<file path="config.mk">
export PLATFORM = sky130hd
export DESIGN_NAME = incremental_hilbert_encode_decode
export DESIGN_NICKNAME = d
export VERILOG_FILES = /design/src/design/hilb_pkg.sv /design/src/design/incremental_hilbert_encode_decode.sv /design/src/design/hilb_ram.sv
export SDC_FILE = /design/constraint.sdc
export NUM_CORES = 1
export LEC_CHECK = 0
export BUFFER_PORTS_ARGS = -buffer_cell sky130_fd_sc_hd__buf_4
export CAP_MARGIN = 0
export CORE_UTILIZATION = 60
export CTS_BUF_LIST = sky130_fd_sc_hd__clkbuf_8
export DETAILED_ROUTE_END_ITERATION = 8
export GPL_ROUTABILITY_DRIVEN = 0
export HOLD_SLACK_MARGIN = 0.06
export PLACE_DENSITY_LB_ADDON = 0.05
export REMOVE_ABC_BUFFERS = 1
export SLEW_MARGIN = 15
export SYNTH_ARGS = -nofsm -noshare
export SYNTH_HDL_FRONTEND = slang
export SYNTH_SLANG_ARGS = --single-unit
</file>
<file path="constraint.sdc">
create_clock -name i_clk -period 13.8 [get_ports i_clk]
set_input_delay 2.76 -clock i_clk [delete_from_list [all_inputs] [get_ports i_clk]]
set_output_delay 2.76 -clock i_clk [all_outputs]
set_load 0.02 [all_outputs]
</file>
<file path="src/design/hilb_pkg.sv">
// Shared types, codes and curve tables for the Hilbert code converter.
package hilb_pkg;

    localparam int unsigned COORD_W = 32;
    localparam int unsigned CODE_W  = 64;
    localparam int unsigned LVL_W   = 6;
    localparam int unsigned LIDX_W  = 5;
    localparam int unsigned ST_W    = 2;

    typedef enum logic [1:0] {
        S_IDLE,
        S_LOAD,
        S_WALK,
        S_DONE
    } t_state;

    typedef enum logic {
        OP_ENCODE = 1'b0,
        OP_DECODE = 1'b1
    } t_op;

    localparam logic [5:0] LEVELS_RESET = 6'd16;

    // Encode tables are indexed by {state, x bit, y bit}.
    localparam logic [1:0] ENC_DIGIT [16] = '{
        2'd0, 2'd1, 2'd3, 2'd2, 2'd0, 2'd3, 2'd1, 2'd2,
        2'd2, 2'd3, 2'd1, 2'd0, 2'd2, 2'd1, 2'd3, 2'd0
    };
    localparam logic [1:0] ENC_STATE [16] = '{
        2'd1, 2'd0, 2'd3, 2'd0, 2'd0, 2'd2, 2'd1, 2'd1,
        2'd2, 2'd1, 2'd2, 2'd3, 2'd3, 2'd3, 2'd0, 2'd2
    };
    // Decode tables are indexed by {state, code digit}; the pair is {x, y}.
    localparam logic [1:0] DEC_PAIR [16] = '{
        2'd0, 2'd1, 2'd3, 2'd2, 2'd0, 2'd2, 2'd3, 2'd1,
        2'd3, 2'd2, 2'd0, 2'd1, 2'd3, 2'd1, 2'd0, 2'd2
    };
    localparam logic [1:0] DEC_STATE [16] = '{
        2'd1, 2'd0, 2'd0, 2'd3, 2'd0, 2'd1, 2'd1, 2'd2,
        2'd3, 2'd2, 2'd2, 2'd1, 2'd2, 2'd3, 2'd3, 2'd0
    };

    // Position of the highest set bit, or -1 when the word is zero.
    function automatic logic signed [6:0] top_bit64(input logic [63:0] v);
        logic signed [6:0] r;
        r = -7'sd1;
        for (int b = 0; b < 64; b++) begin
            if (v[b]) begin
                r = 7'(b);
            end
        end
        return r;
    endfunction

endpackage

</file>
<file path="src/design/incremental_hilbert_encode_decode.sv">
// Top level of the incremental two-dimensional Hilbert code encoder and decoder.
//
// An item is taken in one transfer, then the per-level curve state for the
// first level to walk is read from a small state memory, the walk runs one
// curve level per cycle through the state tables while it writes the states
// that the next item will reuse back into that memory, and the result is then
// placed in the output register once that register is free or being read.
// The walk starts at the start level s (between -1 and levels - 1; at -1 no
// level is walked); the next input transfer is taken once the result sits in
// the output register.
// The state memory is cleared at reset and on a write of levels through
// per-entry valid bits, so no clearing pass is needed.
module incremental_hilbert_encode_decode #(
    parameter int unsigned MAX_LEVELS = 32
) (
    input  logic                        i_clk,
    input  logic                        i_rst_n,
    input  logic                        i_cfg_we,
    input  logic [hilb_pkg::LVL_W-1:0]  i_cfg_wdata,
    input  logic                        i_in_valid,
    output logic                        o_in_ready,
    input  logic                        i_operation,
    input  logic [hilb_pkg::COORD_W-1:0] i_point_x,
    input  logic [hilb_pkg::COORD_W-1:0] i_point_y,
    input  logic [hilb_pkg::COORD_W-1:0] i_next_x,
    input  logic [hilb_pkg::COORD_W-1:0] i_next_y,
    input  logic [hilb_pkg::CODE_W-1:0]  i_curve_code,
    input  logic [hilb_pkg::CODE_W-1:0]  i_next_code,
    output logic                        o_out_valid,
    input  logic                        i_out_ready,
    output logic [hilb_pkg::CODE_W-1:0]  o_result_code,
    output logic [hilb_pkg::COORD_W-1:0] o_result_x,
    output logic [hilb_pkg::COORD_W-1:0] o_result_y
);

    import hilb_pkg::*;

    localparam int unsigned DEPTH = MAX_LEVELS + 1;
    localparam int unsigned AW    = $clog2(DEPTH);

    function automatic logic [LVL_W-1:0] eff_levels(input logic [LVL_W-1:0] lv);
        logic [LVL_W-1:0] k;
        k = lv;
        if (lv == '0) begin
            k = LVL_W'(1);
        end else if (lv > LVL_W'(MAX_LEVELS)) begin
            k = LVL_W'(MAX_LEVELS);
        end
        return k;
    endfunction

    t_state r_state, n_state;

    logic [LVL_W-1:0]        r_levels;
    logic signed [LVL_W-1:0] r_start_level;
    logic [DEPTH-1:0]        r_valid;
    logic                    r_rd_valid;

    t_op                     r_op;
    logic [COORD_W-1:0]      r_px, r_py, r_nx, r_ny;
    logic [CODE_W-1:0]       r_cc, r_nc;
    logic signed [LVL_W-1:0] r_s;
    logic signed [LVL_W-1:0] r_ns;
    logic [LIDX_W-1:0]       r_lvl;
    logic [ST_W-1:0]         r_st;
    logic [CODE_W-1:0]       r_acc_code;
    logic [COORD_W-1:0]      r_acc_x, r_acc_y;

    logic [CODE_W-1:0]       r_prev_code;
    logic [COORD_W-1:0]      r_prev_x, r_prev_y;

    logic                    r_out_valid;
    logic [CODE_W-1:0]       r_res_code;
    logic [COORD_W-1:0]      r_res_x, r_res_y;

    logic                    in_xfer;
    logic                    load_done;
    logic                    mem_we;
    logic [LVL_W-1:0]        k_eff;
    logic [LVL_W-1:0]        k_cfg;
    logic signed [LVL_W-1:0] s_clamp;
    logic [LVL_W-1:0]        rd_full;
    logic [LVL_W-1:0]        wr_full;
    logic [AW-1:0]           rd_addr;
    logic [AW-1:0]           wr_addr;
    logic [ST_W-1:0]         ram_rdata;
    logic signed [6:0]       tb_enc, tb_dec;
    logic signed [LVL_W-1:0] ns_calc;
    logic [3:0]              idx;
    logic [1:0]              digit;
    logic [1:0]              pair;
    logic [ST_W-1:0]         nst;
    logic [LVL_W-1:0]        s_plus1;
    logic [CODE_W-1:0]       code_mask;
    logic [COORD_W-1:0]      coord_mask;

    // Effective level count, clamped start level and memory addresses.
    always_comb begin
        k_eff   = eff_levels(r_levels);
        k_cfg   = eff_levels(i_cfg_wdata);
        s_clamp = r_start_level;
        if (r_start_level > $signed(k_eff - LVL_W'(1))) begin
            s_clamp = $signed(k_eff - LVL_W'(1));
        end
        rd_full = k_eff - $unsigned(s_clamp) - LVL_W'(1);
        rd_addr = rd_full[AW-1:0];
        wr_full = k_eff - {1'b0, r_lvl};
        wr_addr = wr_full[AW-1:0];
    end

    // Start level of the next item.
    always_comb begin
        if (r_nx == r_px) begin
            tb_enc = top_bit64({32'd0, r_ny ^ r_py});
        end else begin
            tb_enc = top_bit64({32'd0, r_nx ^ r_px});
        end
        tb_dec = top_bit64(r_cc ^ r_nc);
        if (r_op == OP_ENCODE) begin
            ns_calc = tb_enc[LVL_W-1:0];
        end else if (tb_dec[6]) begin
            ns_calc = '0;
        end else begin
            ns_calc = $signed({1'b0, tb_dec[LVL_W-1:1]});
        end
    end

    // One curve level through the state tables.
    always_comb begin
        if (r_op == OP_ENCODE) begin
            idx = {r_st, r_px[r_lvl], r_py[r_lvl]};
            nst = ENC_STATE[idx];
        end else begin
            idx = {r_st, r_cc[{r_lvl, 1'b0} +: 2]};
            nst = DEC_STATE[idx];
        end
        digit = ENC_DIGIT[idx];
        pair  = DEC_PAIR[idx];
    end

    // Masks that keep the previous result above the walked levels.
    always_comb begin
        s_plus1    = $unsigned(r_s) + LVL_W'(1);
        code_mask  = ~(CODE_W'(0)) << {s_plus1, 1'b0};
        coord_mask = ~(COORD_W'(0)) << s_plus1;
    end

    hilb_ram #(
        .WIDTH (ST_W),
        .DEPTH (DEPTH)
    ) u_state_ram (
        .i_clk   (i_clk),
        .i_we    (mem_we),
        .i_waddr (wr_addr),
        .i_wdata (nst),
        .i_raddr (rd_addr),
        .o_rdata (ram_rdata)
    );

    // Next state.
    always_comb begin
        n_state = r_state;
        unique case (r_state)
            S_IDLE: begin
                if (in_xfer) begin
                    n_state = S_LOAD;
                end
            end
            S_LOAD: begin
                n_state = r_s[LVL_W-1] ? S_DONE : S_WALK;
            end
            S_WALK: begin
                if (r_lvl == '0) begin
                    n_state = S_DONE;
                end
            end
            S_DONE: begin
                if (load_done) begin
                    n_state = S_IDLE;
                end
            end
            default: n_state = S_IDLE;
        endcase
    end

    // Control outputs.
    always_comb begin
        o_in_ready = (r_state == S_IDLE);
        in_xfer    = i_in_valid && o_in_ready;
        load_done  = (r_state == S_DONE) && (!r_out_valid || i_out_ready);
        mem_we     = (r_state == S_WALK) && ($signed({1'b0, r_lvl}) > r_ns);
    end

    always_ff @(posedge i_clk) begin
        if (!i_rst_n) begin
            r_state       <= S_IDLE;
            r_levels      <= LEVELS_RESET;
            r_start_level <= $signed(LEVELS_RESET - LVL_W'(1));
            r_valid       <= '0;
            r_prev_code   <= '0;
            r_prev_x      <= '0;
            r_prev_y      <= '0;
            r_out_valid   <= 1'b0;
        end else begin
            r_state <= n_state;
            if (mem_we) begin
                r_valid[wr_addr] <= 1'b1;
            end
            if (load_done) begin
                r_start_level <= r_ns;
                r_out_valid   <= 1'b1;
                if (r_op == OP_ENCODE) begin
                    r_prev_code <= r_acc_code | (r_prev_code & code_mask);
                end else begin
                    r_prev_x <= r_acc_x | (r_prev_x & coord_mask);
                    r_prev_y <= r_acc_y | (r_prev_y & coord_mask);
                end
            end else if (i_out_ready) begin
                r_out_valid <= 1'b0;
            end
            if (i_cfg_we) begin
                r_levels      <= i_cfg_wdata;
                r_start_level <= $signed(k_cfg - LVL_W'(1));
                r_valid       <= '0;
            end
        end
    end

    always_ff @(posedge i_clk) begin
        if (in_xfer) begin
            r_op       <= t_op'(i_operation);
            r_px       <= i_point_x;
            r_py       <= i_point_y;
            r_nx       <= i_next_x;
            r_ny       <= i_next_y;
            r_cc       <= i_curve_code;
            r_nc       <= i_next_code;
            r_s        <= s_clamp;
            r_lvl      <= s_clamp[LIDX_W-1:0];
            r_rd_valid <= r_valid[rd_addr];
            r_acc_code <= '0;
            r_acc_x    <= '0;
            r_acc_y    <= '0;
        end
        if (r_state == S_LOAD) begin
            r_st <= r_rd_valid ? ram_rdata : '0;
            r_ns <= ns_calc;
        end
        if (r_state == S_WALK) begin
            r_st       <= nst;
            r_lvl      <= r_lvl - LIDX_W'(1);
            r_acc_code <= {r_acc_code[CODE_W-3:0], digit};
            r_acc_x    <= {r_acc_x[COORD_W-2:0], pair[1]};
            r_acc_y    <= {r_acc_y[COORD_W-2:0], pair[0]};
        end
        if (load_done) begin
            if (r_op == OP_ENCODE) begin
                r_res_code <= r_acc_code | (r_prev_code & code_mask);
                r_res_x    <= '0;
                r_res_y    <= '0;
            end else begin
                r_res_code <= '0;
                r_res_x    <= r_acc_x | (r_prev_x & coord_mask);
                r_res_y    <= r_acc_y | (r_prev_y & coord_mask);
            end
        end
    end

    assign o_out_valid   = r_out_valid;
    assign o_result_code = r_res_code;
    assign o_result_x    = r_res_x;
    assign o_result_y    = r_res_y;

    a_cfg_clears_states: assert property (@(posedge i_clk) disable iff (!i_rst_n)
        i_cfg_we |=> (r_valid == '0))
        else $error("state memory not cleared by a levels write");

    a_cfg_start_in_range: assert property (@(posedge i_clk) disable iff (!i_rst_n)
        i_cfg_we |=> (r_start_level == $signed(k_eff - LVL_W'(1))))
        else $error("start level not reset by a levels write");

    a_no_write_when_ready: assert property (@(posedge i_clk) disable iff (!i_rst_n)
        o_in_ready |-> !mem_we)
        else $error("state memory written while an input transfer may be taken");

    a_done_presents_result: assert property (@(posedge i_clk) disable iff (!i_rst_n)
        load_done |=> (o_out_valid && o_in_ready))
        else $error("finished item did not reach the output register");

endmodule

</file>
<file path="src/design/hilb_ram.sv">
// Generic single-port-write, single-port-read RAM with a registered read.
module hilb_ram #(
    parameter int unsigned WIDTH = 2,
    parameter int unsigned DEPTH = 33
) (
    input  logic                     i_clk,
    input  logic                     i_we,
    input  logic [$clog2(DEPTH)-1:0] i_waddr,
    input  logic [WIDTH-1:0]         i_wdata,
    input  logic [$clog2(DEPTH)-1:0] i_raddr,
    output logic [WIDTH-1:0]         o_rdata
);

    logic [WIDTH-1:0] r_mem [DEPTH];
    logic [WIDTH-1:0] r_rdata;

    always_ff @(posedge i_clk) begin
        if (i_we) begin
            r_mem[i_waddr] <= i_wdata;
        end
        r_rdata <= r_mem[i_raddr];
    end

    assign o_rdata = r_rdata;

endmodule
</file>
; After elaboration in Yosys (flattened, before gate mapping)
; Memories as Yosys holds them, arrays and structs flattened. A register that Yosys moved wholly into a read port is not among the register bits.
; Index checks and enable logic that the tools add are counted.
[classes]
n_mux = 175
bitwise = 15
n_lt_le_gt_ge = 11
div = 0
n_reduce_logical = 18
n_addsub = 7
n_mul = 0
shifts = 3
eq_ne = 7
[ops]
columns = operator, n
row1 = $mux W7, 64
row2 = $mux W6, 73
row3 = $mux W64, 2
row4 = $mux W32, 3
row5 = $and A32 B32 Y32, 2
row6 = $and A64 B64 Y64, 1
row7 = $or A32 B32 Y32, 2
row8 = $or A64 B64 Y64, 1
row9 = $shiftx A64 B7 Y2, 1
row10 = $shl A64 B7 Y64 const A, 1
row11 = $xor A32 B32 Y32, 2
row12 = $xor A64 B64 Y64, 1
row13 = $or A33 B33 Y33, 1
row14 = $eq A32 B32 Y1, 1
row15 = $mux W2, 16
row16 = $shl A32 B6 Y32 const A, 1
row17 = $sub A6 B1 Y6 const B, 3
row18 = $ge A5 B5 Y1 const B, 3
row19 = $mux W5, 3
row20 = $not A4 Y5, 3
row21 = $lt A6 B7 Y1 const B, 2
row22 = $gt A6 B6 Y1, 2
row23 = $gt A6 B6 Y1 const B, 2
row24 = $logic_not A6 Y1, 2
row25 = other kinds (25), 44
[totals]
memories = 5
mem_bits_ro = 128
ff_bits = 709
latch_bits = 0
input_bits = 268
out_inout_bits = 130
mem_bits_rw = 66
[memory_table]
columns = memory, words, word_bits, rd, rd_clocked_by_memory_dff, wr, line
row1 = u_state_ram.r_mem, 33, 2, 1, 1, 1, hilb_ram.sv:14  ; logic [WIDTH-1:0] r_mem [DEPTH];
row2 = (no name shown), 16, 2, 1, 0, 0, incremental_hilbert_encode_decode.sv:138  ; pair = DEC_PAIR[idx];
row3 = (no name shown), 16, 2, 1, 0, 0, incremental_hilbert_encode_decode.sv:137  ; digit = ENC_DIGIT[idx];
row4 = (no name shown), 16, 2, 1, 0, 0, incremental_hilbert_encode_decode.sv:135  ; nst = DEC_STATE[idx];
row5 = (no name shown), 16, 2, 1, 0, 0, incremental_hilbert_encode_decode.sv:132  ; nst = ENC_STATE[idx];

; Longest topological paths before layout
[logic_depth]
depth_word = 67
depth_mapped = 24

; Cells and area by module
; A second synthesis with hierarchy kept.
[unflattened]
cells_unflattened = 2606
area_unflattened_um2 = 33161.8
[by_module_without_submodules]
columns = module, n_inst, seq_area_each_um2, cells_per_inst, area_per_inst_um2
row1 = incremental_hilbert_encode_decode, 1, 19528.7, 2422, 30275.3
row2 = hilb_ram, 1, 2021.9, 184, 2886.5

; Least setup slack after synthesis
; OpenSTA, ideal clock, no wires.
[synth_path]
path_kind = in2reg
from = in i_in_valid
to = reg r_acc_code[0], enable pin
setup_time_ns = 0.436
t_required_ns = 13.364
stages = 2
path_buffers = 0
arrival_time_ns = 10.956
slack_ns = 2.408
cell_sequence = and2_1 or2_2
[synth_between]
elab_chain_cells = 2
[synth_lines]
columns = element, line
row1 = from (decl), incremental_hilbert_encode_decode.sv:20  ; input logic i_in_valid,
row2 = $logic_and A1 B1 Y1, incremental_hilbert_encode_decode.sv:189  ; in_xfer = i_in_valid && o_in_ready;
row3 = $reduce_bool A2 Y1 (no source line), --
row4 = to (signal assigned), incremental_hilbert_encode_decode.sv:252  ; r_acc_code <= {r_acc_code[CODE_W-3:0], digit};
row5 = to (decl), incremental_hilbert_encode_decode.sv:66  ; logic [CODE_W-1:0] r_acc_code;
; Every way passes these cells.
; A chain may end at the register's enable or synchronous reset.

; Worst setup path in the final report
[layout_path]
from = reg r_levels[1]
to = reg r_rd_valid (data pin)
[layout_between]
elab_chain_cells = 10
[layout_lines]
columns = element, line
row1 = from (decl), incremental_hilbert_encode_decode.sv:54  ; logic [LVL_W-1:0] r_levels;
row2 = from (signal assigned), incremental_hilbert_encode_decode.sv:222  ; r_levels <= i_cfg_wdata;
row3 = $gt A6 B6 Y1, incremental_hilbert_encode_decode.sv:46  ; end else if (lv > LVL_W'(MAX_LEVELS)) begin
row4 = $mux W6, incremental_hilbert_encode_decode.sv:46
row5 = $mux W6 *, incremental_hilbert_encode_decode.sv:44  ; if (lv == '0) begin
row6 = $sub A6 B1 Y6, "incremental_hilbert_encode_decode.sv:102, incremental_hilbert_encode_decode.sv:103"
row7 = $gt A6 B6 Y1, incremental_hilbert_encode_decode.sv:102  ; if (r_start_level > $signed(k_eff - LVL_W'(1))) begin
row8 = $mux W6, incremental_hilbert_encode_decode.sv:102
row9 = $sub A6 B6 Y6 *, incremental_hilbert_encode_decode.sv:105  ; rd_full = k_eff - $unsigned(s_clamp) - LVL_W'(1);
row10 = $sub A6 B1 Y6 *, incremental_hilbert_encode_decode.sv:105
row11 = $bmux W1 S6 *, incremental_hilbert_encode_decode.sv:240  ; r_rd_valid <= r_valid[rd_addr];
row12 = $mux W1 (not written as such) *, incremental_hilbert_encode_decode.sv:240
row13 = to (signal assigned), incremental_hilbert_encode_decode.sv:240
row14 = to (decl), incremental_hilbert_encode_decode.sv:57  ; logic r_rd_valid;
; Every way passes the cells marked *; elsewhere a longest branch is shown, timed or not. The select of a mux whose other input is x is not followed.

==> metrics list <==
* Average cell area after synthesis: between 10 and 15 µm²
* Initial DRC count: between 1500 and 2000
* Final WL: 81600 µm
* Worst Setup Start Kind: flip-flop
* Via count of the first global-routing pass: around 23000
- At the pin with the least slew margin, the transition time is 1.20 ns.
- Synth Cell Area: 32700 µm²
* Post_cts resized: 0
- Total GRT Usage: 29.9%
- Wire length of the first global-routing pass: 126000 µm
* Iteration count of the initial detailed-routing pass: 5
- The worst setup path is captured at a flip-flop.
* Antenna violations before repair: 11
- Proportion of synthesized chip area in sequential cells: 65.9%
- Buffers placed on the I/O ports in this run total 397.
* Number of sinks driven by the clock tree: 777
- Measured along the y axis, the die boundary spans 235 µm.
- TritonCTS built the clock tree.
* Capture endpoint of the worst hold path: r_valid[5]
* Static power due to leakage: roughly 14 nW
- Clock latency on the worst-skew pair, taken at its later pin, is 0.79 ns.
- Critical-path cell list: nor4_1 -> nor2_1 -> nor2_1 -> inv_1 -> ha_1 -> xor2_1 -> inv_1 -> ha_1 -> o21a_1 -> o21a_1 -> o2111ai_1 -> and3b_1 -> mux2i_1 -> ha_1 -> inv_1 -> fa_1 -> mux4_2 -> mux4_2 -> mux2i_1 -> o21ai_0
- Via Count: ~22000
- For this configuration, the core starts out at a cell density of between 60% and 70%.
- DP Cell Count: 3496
- Flip-flop and latch count after synthesis: 777
- RSZ-0062 raised after global routing: no
- In this run the worst hold path is classified as reg -> reg.
- In the final layout, the share of cells above drive strength 1 is 22.1%.
- Result of the run: finished clean
* Reg-to-Reg Start: r_levels[1]
- The count of final hold-check violations was 0.
* Number of H-tree levels: 4
- After routing, the total negative slack on setup checks comes to 0 ns.
* Final setup skew: 0.0348 ns
- CP Class: reg -> reg
- Max-cap violations in this run came to 0.
* Worst r2r path cells: 20
* Post-Layout Cell Count: 3744
- Data required time of the critical path: 14.31 ns
- The slowest stage of the critical path belongs to the cell sky130_fd_sc_hd__fa_1.
- Crit Reg-Reg Endpoint: r_rd_valid
* Data arrival at the endpoint of the critical path: 6.63 ns
- In this run the power density over the cells is 198 nW/µm².
* Hold path depth: 1
* Largest fanout on the critical path: 25
- The finished cells cover just under 40000 µm².
- The worst register-to-register path has a setup slack of 7.68 ns.
- Highest ir drop seen on vdd: ~0.24 mV
- Number of cells produced by synthesis: 2489
- Crit share post-route: 44.4%
- 398 I/O pins were placed.
* Total chip power: 7.70 mW
- The longest clock path from root to sink contains 3 buffers.
* Average detailed-routed wire length per instance: 21.8 µm
* Count of final max-slew check failures: 0
* Synthesis Warnings: 0
- In this run the most critical hold path is launched from r_valid[5].
- For this run the aggregate overflow at the end of global routing stands at 0.
- The netlist uses 71 different library cells.
* Slowest cell delay on critical path: 1.31 ns
- Final critical path time including I/O delays and setup: 6.12 ns
- Final worst-path setup slack: 7.68 ns
* FFs w/ async S/R, synth: 0%
* Final cell utilization of the core: between 70% and 80%
- Worst hold slack: between 0.4 and 0.5 ns
- Among all flip-flop cells after synthesis, the most frequent one is sky130_fd_sc_hd__edfxtp_1.
- Clock-pin slew was measured on the worst setup and hold paths at 0.06 ns.
* Number of core rows: 85
- Area inside the core boundary: 53800 µm²
- The wire-length estimate of the detail-placed layout is 56700 µm.
- Net count, final: about 3200
- Antenna Nets Post-Route: 0
- In this run, synthesis inferred 599 flip-flops with an integrated enable.
- Using the TritonRoute via totals, the vias-per-cell ratio works out to 5.86.
* Hold bufs inserted after CTS: 0
- Floorplan die area: roughly 55000 µm²
- Area growth from synthesis to final layout: 18.9%
- DRC Markers: 0
- The die is between 200 and 250 µm wide.
- In this run the tightest slew margin relative to its limit is 19.6%.
* Final count of negative-setup-slack endpoints: 0
- Largest net degree at the start of global routing: between 100 and 150
* Area after detailed placement: about 36000 µm²
- The root buffer cell chosen for the clock tree is sky130_fd_sc_hd__clkbuf_8.
- Placement-stage worst setup slack: 7.84 ns
* Top achievable clock speed: 0.163 GHz
* Number of CTS-inserted buffers: 130
- The number of setup buffers added after CTS is 0.
-- cells in the final DEF, fill, tap and decap left out, drive strengths merged, types with 7 or more instances in the layout --
master,n
xor2,69
buf,416
clkbuf,146
a211oi,7
mux4,65
o2111ai,9
and2,132
nor4,12
mux2i,21
nand4,11
a21boi,46
a21oi,162
nand3,22
nand2b,25
inv,96
edfxtp,599
a22oi,87
nand2,167
a31oi,16
nor2b,114
nor2,244
ha,35
clkinv,31
dfxtp,178
o211ai,8
nor3,31
o21ai,86
xnor2,86
diode,9
a22o,9
o21a,33
-- worst max path at each step --
stage | startpoint | endpoint | slack (ns) | depth (start not counted)
after floorplan | i_in_valid | r_acc_code[0] | 2.41 | 2
after global placement | r_levels[1] | r_rd_valid | 8.01 | 19
after detailed placement | r_levels[1] | r_rd_valid | 7.84 | 19
after CTS | r_levels[1] | r_rd_valid | 7.79 | 20
after global routing | r_levels[1] | r_rd_valid | 7.41 | 21
final | r_levels[1] | r_rd_valid | 7.68 | 20
-- cells in the mapped netlist, types with 17 or more instances --
master	n	share of area (%)
sky130_fd_sc_hd__nor2_1	244	2.8
sky130_fd_sc_hd__inv_1	41	0.47
sky130_fd_sc_hd__dfxtp_1	178	11
sky130_fd_sc_hd__buf_1	17	0.20
sky130_fd_sc_hd__o21ai_0	78	1.2
sky130_fd_sc_hd__clkbuf_1	80	0.92
sky130_fd_sc_hd__o21a_1	33	0.76
sky130_fd_sc_hd__a21oi_1	162	2.5
sky130_fd_sc_hd__mux4_2	65	4.5
sky130_fd_sc_hd__a21boi_0	45	1.0
sky130_fd_sc_hd__nor3_1	30	0.46
sky130_fd_sc_hd__nand3_1	22	0.34
sky130_fd_sc_hd__a22oi_1	87	2.0
sky130_fd_sc_hd__nor2b_1	114	2.2
sky130_fd_sc_hd__nand2_1	167	1.9
sky130_fd_sc_hd__nand2b_1	25	0.48
sky130_fd_sc_hd__ha_1	35	1.3
sky130_fd_sc_hd__mux2i_1	21	0.64
sky130_fd_sc_hd__and2_1	132	2.5
sky130_fd_sc_hd__xnor2_1	85	2.3
sky130_fd_sc_hd__edfxtp_1	599	55
sky130_fd_sc_hd__xor2_1	69	1.8
-- critical path: cells and delay by family (launching register included) --
family          cells  cell delay, ns
compound gates      4            0.61
xor+xnor            1            0.22
fa+ha+maj           4            2.10
buf+inv             3            0.29
flops               1            0.33
mux                 4            1.40
simple gates        4            0.91
-- registers in the layout, summed over array words and instances, names as in the netlist, 6 cells and up --
signal,cells
r_prev_x,32
r_s,6
r_levels,6
r_py,32
r_ns,6
r_px,32
r_nc,64
o_result_code,64
r_cc,64
r_start_level,6
r_acc_code,64
o_result_y,32
r_prev_y,32
o_result_x,32
r_nx,32
r_prev_code,64
r_acc_x,32
r_valid,33
u_state_ram.r_mem,66
r_ny,32
r_acc_y,32
-- cells by family after synthesis --
family	after synthesis	synth area share [%]
AND/OR/NAND/NOR	783	11.7
AO/OA/AOI/OAI	497	9.62
multiplexers	89	5.24
other	1	0.0115
adder cells (fa/ha/maj)	38	1.49
XOR/XNOR	155	4.18
flip-flops	777	65.9
buffers and inverters	149	1.80
-- power by group --
part           leakage, nW  internal (mW)  switching, mW
clock                 1.45           1.05          0.919
sequential            7.11           3.27          0.318
combinational         5.60          0.737           1.41
total                 14.2           5.05           2.65
-- cell type report --
class	instances	area (µm²)
Sequential cell	777	21600
Fill cell	3646	15000
Multi-Input combinational cell	1563	10600
Timing Repair Buffer	416	3120
Clock buffer	146	2010
Tap cell	696	871
Clock inverter	92	510
Inverter	45	171
Antenna cell	9	22.5
-- per-layer routing --
layer / track usage, % / vias up / wire, µm
li1: - / 10039 / -
met1: 35.8 / 10685 / 31200
met2: 51.3 / 995 / 41600
met3: 6.65 / 208 / 5750
met4: 14.5 / 2 / 3070
met5: 0 / - / 18
(Power assumes the default switching activity.)
